File: src/hw/rtl/gscb_pkg.sv
// gscb_pkg: shared types, widths and the gamma re-encode threshold table
// for the gamma-2 crossfade pipeline. No dependencies.
package gscb_pkg;

  localparam int Channels = 4;
  localparam int ByteW    = 8;
  localparam int LinW     = 16;
  localparam int MixW     = 9;
  localparam int SumW     = 25;
  localparam int ThrW     = 17;
  localparam int BitIdxW  = 3;
  localparam int AddrW    = 3;
  localparam int DataW    = 32;

  localparam logic [MixW-1:0]  MixFull   = 9'd256;
  localparam logic [AddrW-1:0] RegMixSel = 3'd0;

  typedef logic [ByteW-1:0] byte_t;
  typedef logic [LinW-1:0]  lin_t;

  // linear values of both pixels after gamma expansion
  typedef struct packed {
    lin_t [Channels-1:0] lin_a;
    lin_t [Channels-1:0] lin_b;
    logic                frame_end;
  } exp_t;

  // blended linear value and the partially resolved output byte
  typedef struct packed {
    lin_t  [Channels-1:0] col;
    byte_t [Channels-1:0] res;
    logic                 frame_end;
  } root_t;

  // out = floor(65535.99*sqrt(col/65535)) >> 8 is the largest o with
  // (256*o)^2 * 65535 * 10000 <= 6553599^2 * col, i.e. col >= thr[o]
  localparam logic [63:0] NumScale = 64'd6553599 * 64'd6553599;
  localparam logic [63:0] DenScale = 64'd655350000;

  typedef logic [255:0][ThrW-1:0] thr_arr_t;

  function automatic thr_arr_t build_thr();
    thr_arr_t    t;
    logic [63:0] x;
    for (int o = 0; o < 256; o++) begin
      x    = 64'(o) * 64'd256;
      x    = x * x * DenScale;
      t[o] = ThrW'((x + NumScale - 64'd1) / NumScale);
    end
    return t;
  endfunction

  localparam thr_arr_t ThrTable = build_thr();

endpackage

File: src/hw/rtl/gscb_expand.sv
// gscb_expand: first pipeline stage, expands each channel byte of both
// pixels to its 16-bit linear value (v+1)^2-1. Uses gscb_pkg.
module gscb_expand import gscb_pkg::*; (
  input  logic                 clk_i,
  input  logic                 rst_ni,
  input  logic                 valid_i,
  output logic                 ready_o,
  input  byte_t [Channels-1:0] first_i,
  input  byte_t [Channels-1:0] second_i,
  input  logic                 frame_end_i,
  output logic                 valid_o,
  input  logic                 ready_i,
  output exp_t                 data_o
);

  function automatic lin_t expand(input byte_t v);
    logic [ByteW:0]     b;
    logic [2*ByteW+1:0] sq;
    b  = {1'b0, v} + 9'd1;
    sq = b * b;
    return LinW'(sq - 18'd1);
  endfunction

  logic valid_q, valid_d;
  exp_t data_q, data_d;

  assign ready_o = !valid_q || ready_i;

  always_comb begin
    valid_d = ready_o ? valid_i : valid_q;
    data_d  = data_q;
    if (valid_i && ready_o) begin
      for (int ch = 0; ch < Channels; ch++) begin
        data_d.lin_a[ch] = expand(first_i[ch]);
        data_d.lin_b[ch] = expand(second_i[ch]);
      end
      data_d.frame_end = frame_end_i;
    end
  end

  always_ff @(posedge clk_i or negedge rst_ni) begin
    if (!rst_ni) begin
      valid_q <= 1'b0;
    end else begin
      valid_q <= valid_d;
    end
  end

  always_ff @(posedge clk_i) begin
    data_q <= data_d;
  end

  assign valid_o = valid_q;
  assign data_o  = data_q;

endmodule

File: config.mk
export PLATFORM = sky130hd
export DESIGN_NAME = gscb_expand
export DESIGN_NICKNAME = d
export VERILOG_FILES = /design/src/hw/rtl/gscb_pkg.sv /design/src/hw/rtl/gscb_expand.sv
export SDC_FILE = /design/constraint.sdc
export NUM_CORES = 1
export LEC_CHECK = 0
export BUFFER_PORTS_ARGS = -buffer_cell sky130_fd_sc_hd__buf_2
export CAP_MARGIN = 25
export CORE_ASPECT_RATIO = 1.1
export CORE_MARGIN = 2
export CORE_UTILIZATION = 40
export CTS_CLUSTER_DIAMETER = 120
export DETAILED_ROUTE_END_ITERATION = 10
export GPL_TIMING_DRIVEN = 1
export SETUP_SLACK_MARGIN = 0.5
export SLEW_MARGIN = 20
export SYNTH_ARGS = -nofsm -noshare
export SYNTH_HDL_FRONTEND = slang
export SYNTH_SLANG_ARGS = --single-unit
File: constraint.sdc
create_clock -name clk_i -period 11.27 [get_ports clk_i]
set_clock_uncertainty 0.1 [all_clocks]
set_input_delay 0.5635 -clock clk_i [delete_from_list [all_inputs] [get_ports clk_i]]
set_output_delay 0.5635 -clock clk_i [all_outputs]
set_load 0.01 [all_outputs]
* Yosys cells after proc, flatten, opt, wreduce, memory -nomap -nowiden
Index checks and enable logic that the tools add are counted.
** Operators by class
- $add $sub $neg :: 16
- Multiply operators :: 8
- Reductions and logical operators :: 3
** Operators with widths (count)
- 9-bit by 9-bit multiplier with 16-bit output :: 8
- 16-bit by 1-bit subtractor with 16-bit output, second input constant :: 8
- 8-bit by 1-bit adder with 9-bit output, second input constant :: 8
- 1-bit logical AND :: 1
- 1-bit logical NOT :: 1
- 1-bit logical OR :: 1
** Storage, ports and cells
- Bits in registers :: 130
- Bits of input ports :: 69
- Output and inout port bits :: 131
- Logic and storage cells :: 37

* Depth between registers and ports, before layout
- Depth in word-level cells :: 3
- Depth in mapped cells :: 22
- Mapped depth without buffers :: 22

* Worst setup path after synthesis
OpenSTA, ideal clock, no wires.
- Path type :: in2reg
- Start :: input port first_i[0] (netlist name)
- End :: register data_q (netlist bit data_o[79]), data pin
- Setup time :: 257 ps
- Arrival time :: 5642 ps
- Data required time :: 10913 ps
- Slack :: 5271 ps
- Stages :: 20
- Path buffers :: 0
- Cells stage by stage :: ha_1 -> nand2_1 -> nor2_1 -> xnor2_1 -> or2_2 -> fa_1 -> inv_1 -> fa_1 -> fa_1 -> fa_1 -> inv_1 -> fa_1 -> inv_1 -> ha_1 -> a21oi_1 -> nor2b_1 -> a311o_2 -> a2111o_1 -> and2_2 -> xor2_1
** On the way
- Word-level cells in the longest chain between the ends :: 3
** RTL lines
- from (decl) :: RTL line gscb_expand.sv:8 : input byte_t [Channels-1:0] first_i,
- 8-bit by 1-bit adder with 9-bit output :: RTL line gscb_expand.sv:19 : b = {1'b0, v} + 9'd1;
- 9-bit by 9-bit multiplier with 16-bit output :: RTL line gscb_expand.sv:20 : sq = b * b;
- 16-bit by 1-bit subtractor with 16-bit output :: RTL line gscb_expand.sv:21 : return LinW'(sq - 18'd1);
- to (signal assigned) :: RTL line gscb_expand.sv:50 : data_q <= data_d;
- to (decl) :: RTL line gscb_expand.sv:25 : exp_t data_q, data_d;
No other way between the ends.
A chain may end at the register's enable or synchronous reset.

* Worst setup path after layout
- Start :: input port first_i[16] (netlist name)
- End :: register data_q (netlist bit data_o[112]), data pin
The elaborated chain is that of the path after synthesis.

==> metrics.md <==
| Metric | Value |
|---|---|
| Final setup viols | 0 |
| Worst hold path type | input port to register |
| Max-capacitance violation count | 0 |
| Final WL | 43800 um |
| Global Route Usage Sum | 17.1% |
| DR WL/cell | 13.6 um |
| Register area share after synthesis | 16.8% |
| I/O Buffers | 199 |
| CTS sink count | 122 |
| Synthesized area per cell | 9.82 um^2 |
| Starting Density | 40.5% |
| DP Wirelength | 37800 um |
| Placed Instances | 3178 |
| Netlist Area Pre-Place | 21700 um^2 |
| Die width | 226 um |
| Final ANT Viol Nets | 0 |
| TritonRoute pass-1 iters | 5 |
| Final hold violations | 0 |
| Core ar. | 53700 um^2 |
| Primary FF master, synth | edfxtp_1 |
| Startpoint types | input port |
| Cells after synthesis | 2214 |
| Clk pin slew, worst setup/hold paths | 0.06 ns |
| CTS Buf Count | 17 |
| Layout cells sized above 1 | 10.9% |
| Clock latency at the later pin of the worst-skew pair | 0.48 ns |
| Fin cells | 3213 |
| PwrDens | 275 nW/um^2 |
| VDD IR-drop max | 205 uV |
| Fin nets | 3202 |
| Clock Path Buffers | 2 |
| Filler instances | 5197 |
| CTS tree | built |
| RSZ-0062 raised after global routing | false |
| Root Driver | clkbuf_16 |
| Area Growth Syn to Fin | 12.5% |
| Final min period | 6.22 ns |
| GPL Wtd Cong | 0.866 |
| Total power | 6.74 mW |
| Initial antenna violation count | 1 |
| Crit path max fanout | 10 |
| Asr flop ratio synth | 0.820% |
| Status | complete, no violations |
| First DRT Iteration DRCs | 431 |
| Synth Register Bits | 122 |
| EDFF count, synth | 121 |
| Rel. slew slack | 53.0% |
| Arrival time worst endpoint | 6.34 ns |
| Post-route DRC | 0 |
| Post-CTS Setup Repair Bufs | 0 |
| First-pass GRT wire length | 76900 um |
| Vias in the first global route | 16.4k |
| Final core occ | 45.6% |
| H-tree depth reported by CTS | 4 |
| Crit Path Class | input port to register |
| Worst-margin pin slew | 0.700 ns |
| Synth warn | 0 |
| Pin count of the biggest net entering global routing | 44 |
| Leakage | 13.0 nW |
| Die height | 249 um |
| Via-per-instance ratio | 4.59 |
| Max Slew Vio Count | 0 |
| Fin Hold WS | 0.156 ns |
| Final worst-path cycle share | 55.2% |
| WP data required | 11.38 ns |
| Synth cell types | 53 |
| Site row count | 89 |
| Routed vias | 14.8k |
| Reg2reg setup slack | 9.11 ns |
| IO Pins | 200 |
| Die ar. | 56300 um^2 |
| Setup TNS | 0 ns |
| Highest clock rate | 161 MHz |
| CP endpoint kind | register |
| Global route overflow | 0 |
## worst paths after layout
kind,start,end,depth (start not counted)
worst min-delay path,frame_end_i,data_o[0],1
worst max-delay path,first_i[16],data_o[112],21
max in group asynchronous,rst_ni,valid_o,2
worst min register to register,valid_o,valid_o,2
worst max register to register,valid_o,data_o[73],3
min in group asynchronous,rst_ni,valid_o,2
## power by group
group,switching (mW),internal (mW)
Combinational,2.76,2.22
Clock,0.250,0.414
Sequential,0.0574,1.03
## cell usage after synthesis (13+ instances only)
master,number,area share [%]
a21o_1,20,0.69
a21oi_1,43,0.99
and2_1,22,0.63
edfxtp_1,121,17
fa_1,343,32
ha_1,320,18
inv_1,597,10
nand2_1,168,2.9
nand2b_1,25,0.72
nand3_1,32,0.74
nor2_1,139,2.4
nor2b_1,20,0.58
nor3_1,17,0.39
o21a_1,13,0.45
o21ai_0,15,0.35
or2_2,28,0.81
xnor2_1,111,4.5
xor2_1,75,3.0
## routing by layer
layer | GRT usage, % | vias up | part of all wire (%)
li1 | - | 7284 | -
met1 | 20.2 | 7275 | 42
met2 | 30.9 | 155 | 53
met3 | 3.45 | 41 | 3.2
met4 | 5.30 | 0 | 1.9
met5 | 0 | - | 0
## what timing repair did
action / in CTS / in global routing
gates resized for setup: 0 / 0
endpoints found under the hold margin: 1 / 0
hold buffers: 1 / 0
## placed cells by master (no fill, tap or decap), types with 4 or more instances in the layout
cell	n
ha_1	320
a211oi_1	10
nand4bb_1	4
o21ai_0	15
nor2_1	139
a31oi_1	5
a2111o_1	4
and2_1	21
o21a_1	13
xor2_1	75
a21o_1	20
bufinv_16	6
nor2b_1	20
or2_2	28
nand3_1	32
o221a_2	4
clkbuf_16	17
or3_1	7
nand2_1	168
edfxtp_1	121
nor3_1	17
conb_1	45
buf_2	199
a21oi_1	43
inv_1	597
nand4_1	9
o21bai_1	5
nor3b_1	4
fa_1	343
nand2b_1	25
xnor2_1	111
and3_1	10
## stage by stage
stage / area, um^2 / setup slack, ns
after floorplan: 21900 / 5.27
after global placement: 23800 / 4.64
after detailed placement: 23800 / 4.51
after CTS: 24500 / 5.05
after global routing: 24500 / 4.54
final: 24500 / 5.05
## critical path, stage by stage
cell	delay, ns
buf_2	0.19
ha_1	0.25
nand3_1	0.13
nor2_1	0.23
xnor2_1	0.25
or2_2	0.37
fa_1	0.48
inv_1	0.05
fa_1	0.48
fa_1	0.50
fa_1	0.49
inv_1	0.05
fa_1	0.49
inv_1	0.04
ha_1	0.33
a21oi_1	0.15
nor2b_1	0.07
a311oi_2	0.53
o21ai_0	0.20
o41ai_1	0.35
xnor2_1	0.13
## cell type report
cell class              count  area (um^2)  share of cell area (%)
multi-input cells        1529        15900                    65.2
repair buffers            202         1020                    4.17
diodes                      2         5.00                  0.0205
well taps                 728          911                    3.72
inverters                 598         2240                    9.18
flip-flops and latches    122         3660                    15.0
clock buffers              17          425                    1.74
clock inverters            15          245                    1.00
## state kept, by name (all words and copies together) (netlist names)
signal and flops:
data_o 121, valid_o 1
## cells by family after synthesis
family          synth area share [%]
fa+ha+maj                       50.0
simple gates                    10.5
buf+inv                         10.6
other cells                   0.0345
xor+xnor                        7.49
flops                           16.8
compound gates                  4.56
Note: power is estimated with default switching activity, not from simulation.
