==> src/hw/rtl/gscb_pkg.sv <==
// gscb_pkg: shared types, widths and the gamma re-encode threshold table
// for the gamma-2 crossfade pipeline. No dependencies.
package gscb_pkg;

  localparam int Channels = 4;
  localparam int ByteW    = 8;
  localparam int LinW     = 16;
  localparam int MixW     = 9;
  localparam int SumW     = 25;
  localparam int ThrW     = 17;
  localparam int BitIdxW  = 3;
  localparam int AddrW    = 3;
  localparam int DataW    = 32;

  localparam logic [MixW-1:0]  MixFull   = 9'd256;
  localparam logic [AddrW-1:0] RegMixSel = 3'd0;

  typedef logic [ByteW-1:0] byte_t;
  typedef logic [LinW-1:0]  lin_t;

  // linear values of both pixels after gamma expansion
  typedef struct packed {
    lin_t [Channels-1:0] lin_a;
    lin_t [Channels-1:0] lin_b;
    logic                frame_end;
  } exp_t;

  // blended linear value and the partially resolved output byte
  typedef struct packed {
    lin_t  [Channels-1:0] col;
    byte_t [Channels-1:0] res;
    logic                 frame_end;
  } root_t;

  // out = floor(65535.99*sqrt(col/65535)) >> 8 is the largest o with
  // (256*o)^2 * 65535 * 10000 <= 6553599^2 * col, i.e. col >= thr[o]
  localparam logic [63:0] NumScale = 64'd6553599 * 64'd6553599;
  localparam logic [63:0] DenScale = 64'd655350000;

  typedef logic [255:0][ThrW-1:0] thr_arr_t;

  function automatic thr_arr_t build_thr();
    thr_arr_t    t;
    logic [63:0] x;
    for (int o = 0; o < 256; o++) begin
      x    = 64'(o) * 64'd256;
      x    = x * x * DenScale;
      t[o] = ThrW'((x + NumScale - 64'd1) / NumScale);
    end
    return t;
  endfunction

  localparam thr_arr_t ThrTable = build_thr();

endpackage

==> src/hw/rtl/gscb_blend.sv <==
// gscb_blend: second pipeline stage, weights the two linear values and
// keeps bits 23..8 of the sum, saturating on overflow. Uses gscb_pkg.
module gscb_blend import gscb_pkg::*; (
  input  logic            clk_i,
  input  logic            rst_ni,
  input  logic            valid_i,
  output logic            ready_o,
  input  exp_t            data_i,
  input  logic [MixW-1:0] w1_i,
  input  logic [MixW-1:0] w2_i,
  output logic            valid_o,
  input  logic            ready_i,
  output root_t           data_o
);

  logic  valid_q, valid_d;
  root_t data_q, data_d;
  logic  [SumW-1:0] sum [Channels];

  assign ready_o = !valid_q || ready_i;

  always_comb begin
    valid_d = ready_o ? valid_i : valid_q;
    data_d  = data_q;
    for (int ch = 0; ch < Channels; ch++) begin
      sum[ch] = SumW'(w1_i) * SumW'(data_i.lin_a[ch])
              + SumW'(w2_i) * SumW'(data_i.lin_b[ch]);
    end
    if (valid_i && ready_o) begin
      for (int ch = 0; ch < Channels; ch++) begin
        // top bit set means the blend left the 16-bit range
        data_d.col[ch] = sum[ch][SumW-1] ? '1 : sum[ch][SumW-2:8];
        data_d.res[ch] = '0;
      end
      data_d.frame_end = data_i.frame_end;
    end
  end

  always_ff @(posedge clk_i or negedge rst_ni) begin
    if (!rst_ni) begin
      valid_q <= 1'b0;
    end else begin
      valid_q <= valid_d;
    end
  end

  always_ff @(posedge clk_i) begin
    data_q <= data_d;
  end

  assign valid_o = valid_q;
  assign data_o  = data_q;

endmodule

==> config.mk <==
export PLATFORM = sky130hd
export DESIGN_NAME = gscb_blend
export DESIGN_NICKNAME = d
export VERILOG_FILES = /design/src/hw/rtl/gscb_pkg.sv /design/src/hw/rtl/gscb_blend.sv
export SDC_FILE = /design/constraint.sdc
export NUM_CORES = 2
export LEC_CHECK = 0
export BUFFER_PORTS_ARGS = -buffer_cell sky130_fd_sc_hd__buf_4
export CORE_AREA = 2 2 236 332
export CTS_CLUSTER_DIAMETER = 60
export CTS_CLUSTER_SIZE = 12
export DETAILED_ROUTE_END_ITERATION = 10
export DIE_AREA = 0 0 238 334
export GPL_ROUTABILITY_DRIVEN = 0
export GPL_TIMING_DRIVEN = 1
export PLACE_DENSITY = 0.73
export SETUP_SLACK_MARGIN = 0.1
export SYNTH_ARGS = -nofsm -noshare
export SYNTH_HDL_FRONTEND = slang
export SYNTH_SLANG_ARGS = --single-unit
==> constraint.sdc <==
create_clock -name clk_i -period 3.3 [get_ports clk_i]
set_input_delay 0.66 -clock clk_i [delete_from_list [all_inputs] [get_ports clk_i]]
set_output_delay 0.66 -clock clk_i [all_outputs]
set_load 0.01 [all_outputs]
Word-level counts from Yosys, hierarchy flattened

Index checks and enable logic that the tools add are counted.

Bits in registers: 66
Bits in read-only memories: 0
Output and inout port bits: 99
Bits in latches: 0
Memory bits (writable): 0
Memories: 0
Logic and storage cells: 21

Bitwise logic cells: 0
Reductions and logical operators: 3
Multiplexer cells: 0
Div/mod/pow operators: 0
Multiply operators: 8
Magnitude comparators: 0
Equality and inequality tests: 0
Shifts and indexed selects: 0
$add $sub $neg: 4

Operators by type and width:

| operator                                      | number |
|---|---|
| 9-bit by 16-bit multiplier with 25-bit output | 8 |
| 25-bit adder                                  | 4 |
| 1-bit logical AND                             | 1 |
| 1-bit logical NOT                             | 1 |
| 1-bit logical OR                              | 1 |

Depth between registers and ports, before layout

Depth in word-level cells: 3
Mapped depth: 24

Worst setup path after synthesis

No wires, ideal clock.

Path kind: input -> register
Start point: input port w1_i[3]
End point: register data_q (netlist bit data_o[43]) (data pin)
Data arrival time: 6.482 ns
Slack: -3.454 ns
Setup time: 0.272 ns
Path buffers: 2
Cell stages on the path: 21
Cell sequence: clkbuf_1 clkbuf_1 nand2_1 fa_1 fa_1 inv_1 fa_1 fa_1 fa_1 inv_1 fa_1 inv_1 ha_1 and3_1 a221o_1 a21oi_2 o21ai_2 a41o_4 a211oi_2 a311oi_2 or4_1

Word-level cells in the longest chain between the ends: 2

RTL lines:

| what                                          | line             | RTL |
|---|---|---|
| from (decl)                                   | gscb_blend.sv:9  | `input logic [MixW-1:0] w1_i,` |
| 9-bit by 16-bit multiplier with 25-bit output | gscb_blend.sv:26 | `sum[ch] = SumW'(w1_i) * SumW'(data_i.lin_a[ch])` |
| 25-bit adder                                  | gscb_blend.sv:27 | `+ SumW'(w2_i) * SumW'(data_i.lin_b[ch]);` |
| to (signal assigned)                          | gscb_blend.sv:48 | `data_q <= data_d;` |
| to (decl)                                     | gscb_blend.sv:17 | `root_t data_q, data_d;` |

Every way passes these cells.
A chain may end at the register's enable or synchronous reset.

Worst setup path after layout

Start point: input port w1_i[7]
End point: register data_q (netlist bit data_o[71]) (data pin)

Same word-level chain as after synthesis.

==> results.json <==
{
  "status": "finished, violations left",
  "violations": "setup timing",
  "worst_slack_ps": -2837,
  "path_clk_slew_ps": 60,
  "worstPathMaxFanout": 8,
  "clockBufferDepth": 2,
  "rsz0062_at_grt": "yes",
  "synthCells": 4281,
  "crit_buf_inv": 11,
  "slowest_stage": "fa_1",
  "preCtsSetupSlack_ps": -3388,
  "coreArea_um2": 76910,
  "cp_common_cell": "fa_1",
  "synth-seq-cells": 66,
  "portBuffers": 217,
  "rows": 121,
  "grt_max_degree": 37,
  "yosysWarnings": 0,
  "root_buffer": "clkbuf_16",
  "synthToLayoutAreaGrowth_pct": 23.51,
  "drive_above_1_share_pct": 22.43,
  "tritoncts": "yes",
  "cp-end-kind": "flop",
  "io_pins": 250,
  "viasPerCell": 5.171,
  "nFillCells": 6355,
  "ant_nets": 0,
  "drc": 0,
  "cts_inserted_buffers": 9,
  "grt_pass1_wl_um": 167200,
  "rr_worst_depth": 3,
  "min_period_ps": 6137,
  "setup_viol": 64,
  "netlist_top_cells_area": "fa_1, inv_1, ha_1",
  "maxCapViolCount": 0,
  "worstSetupStartpointType": "input port",
  "synth_area_um2": 37970,
  "worst_slew_pin_slew_ps": 607.9,
  "hpwl_um": 86830,
  "hold_viol": 0,
  "synth_cell_types": 65,
  "nets": 6255,
  "dr_total_vias": 30280,
  "path_class": "in2reg",
  "htree_num_levels": 3,
  "dr.pass1.iters": 6,
  "synth-main-ff-cell": "edfxtp_1",
  "period_share_pct": 186.0,
  "overflow": 0,
  "postSynthAreaPerCell_um2": 8.869,
  "slew_headroom_pct": 59.47,
  "synth_edf_count": 65,
  "fin_setup_tns_ps": -174230,
  "synth_seq_area_share_pct": 5.206,
  "die_width_um": 238,
  "dieArea_um2": 79490,
  "drv_slew": 0,
  "clock_skew_ps": 12.79,
  "initial_utilization_pct": 49.37,
  "cp.arrival_ps": 6290,
  "finalWirelength_um": 105700,
  "holdPathStages": 1,
  "synth.largest_area_cell": "fa_1",
  "die_y_um": 334,
  "cp.depth": 26,
  "async_reset_ff_share_pct": 1.515,
  "wl_per_cell_um": 18.05,
  "gr-usage-all-layers_pct": 27.25,
  "yosysTopAreaCellShare_pct": 49.77,
  "cts.sinks": 66,
  "cp.required_ps": 3450,
  "cpLargestDelayFamily": "adder cells",
  "min_path_type": "in2reg",
  "dr.first_iter.drc_count": 1503,
  "clk_latency_ps": 400,
  "cpPeakStageDelay_ps": 570,
  "grt_pass1_vias": 33700,
  "max_clock_freq_ghz": 0.1629,
  "antenna_found_initial": 14
}
==> stage by stage <==
step                area (µm²)  util [%]  cells  hold slack (ps)
detailed placement       43940     57.14   5730            438.1
global route             46890     60.97   5855            423.8
CTS                      45820     59.57   5817            414.7
floorplan                38550         -   4312            364.4
global placement         43940     57.14   5730            435.6
finish                   46900     60.98   5856            434.5
==> cells by family (layout without fill, tap and decap cells) <==
kind of cell	Yosys count	count (layout)	synth area share (%)
DFF	66	66	5.206
and+or+nand+nor	1338	1338	16.48
xor gates and xnor gates	67	67	1.565
buffers and inverters	1389	1946	14.08
AOI/OAI and AO/OA	179	179	3.111
other	1	35	0.009876
adders and majority gates	1240	1240	59.52
muxes	1	1	0.02636
==> synthesized netlist by cell type (29+ instances only) <==
cell type,count
a21oi_1,51
and2_1,409
buf_1,81
buf_4,32
clkbuf_1,148
edfxtp_1,65
fa_1,944
ha_1,296
inv_1,1122
nand2_1,809
nor2_1,29
xnor2_1,44
==> sequential cells by signal, summed over array words and instances (netlist names) <==
register	count
data_o	65
valid_o	1
==> placed cells by master (no fill, tap or decap), drive strengths merged, types with 3 or more instances in the layout <==
| master | synthesis | routed |
|---|---|---|
| nand4 | 12 | 12 |
| a31oi | 8 | 8 |
| and3 | 6 | 6 |
| fa | 944 | 944 |
| nand3 | 19 | 19 |
| clkinv | 0 | 3 |
| nand2 | 809 | 809 |
| o31ai | 3 | 3 |
| a211o | 3 | 3 |
| o21a | 6 | 6 |
| a21o | 24 | 24 |
| or2 | 6 | 6 |
| or3 | 5 | 5 |
| nor2 | 29 | 29 |
| diode | 0 | 3 |
| o21bai | 11 | 11 |
| conb | 1 | 32 |
| clkbuf | 148 | 22 |
| nor3b | 3 | 3 |
| inv | 1123 | 1123 |
| buf | 118 | 789 |
| o21ai | 37 | 37 |
| nor3 | 11 | 11 |
| edfxtp | 65 | 65 |
| a21oi | 53 | 53 |
| nor2b | 4 | 4 |
| xnor2 | 45 | 45 |
| and2 | 409 | 409 |
| ha | 296 | 296 |
| a211oi | 10 | 10 |
| nand2b | 18 | 18 |
| a21boi | 3 | 3 |
| xor2 | 22 | 22 |
| bufbuf | 0 | 8 |
==> area by class of cell <==
class	instances	area, µm²	share of cell area (%)
antenna	3	7.507	0.01601
clock buffer	13	250.2	0.5336
clock inverter	3	15.01	0.03202
inverter	1123	4215	8.989
multi-input combinational	2857	31890	67.99
sequential	66	1977	4.215
tap	984	1231	2.625
timing repair buffer	807	7313	15.59
==> per-layer routing <==
layer | vias up | share of wire [%] | global-route usage [%]
li1 | 13320 | - | -
met4 | 22 | 6.7 | 16.28
met5 | - | 0.12 | 0
met2 | 1056 | 53 | 49.51
met1 | 15500 | 34 | 29.91
met3 | 379 | 6.0 | 4.177
==> worst paths after layout <==
check	startpoint	to	slack (ps)
max	w1_i[7]	data_o[71]	-2840
min in group asynchronous	rst_ni	valid_o	590
min reg2reg	valid_o	valid_o	550
max reg2reg	valid_o	data_o[35]	1620
max in group asynchronous	rst_ni	valid_o	2630
min	data_i[0]	data_o[0]	430
==> what timing repair did <==
item	in CTS	in global routing
endpoints found under the hold margin	1	0
buffers inserted	56	29
pin swaps	81	113
resized for setup	185	200
endpoints found under the setup margin	64	64
hold buffers	1	0
gates cloned	14	7
Power is left out: the tool's default activity adds up to more than one toggle a clock period on the data nets, which glitch-free logic cannot reach.
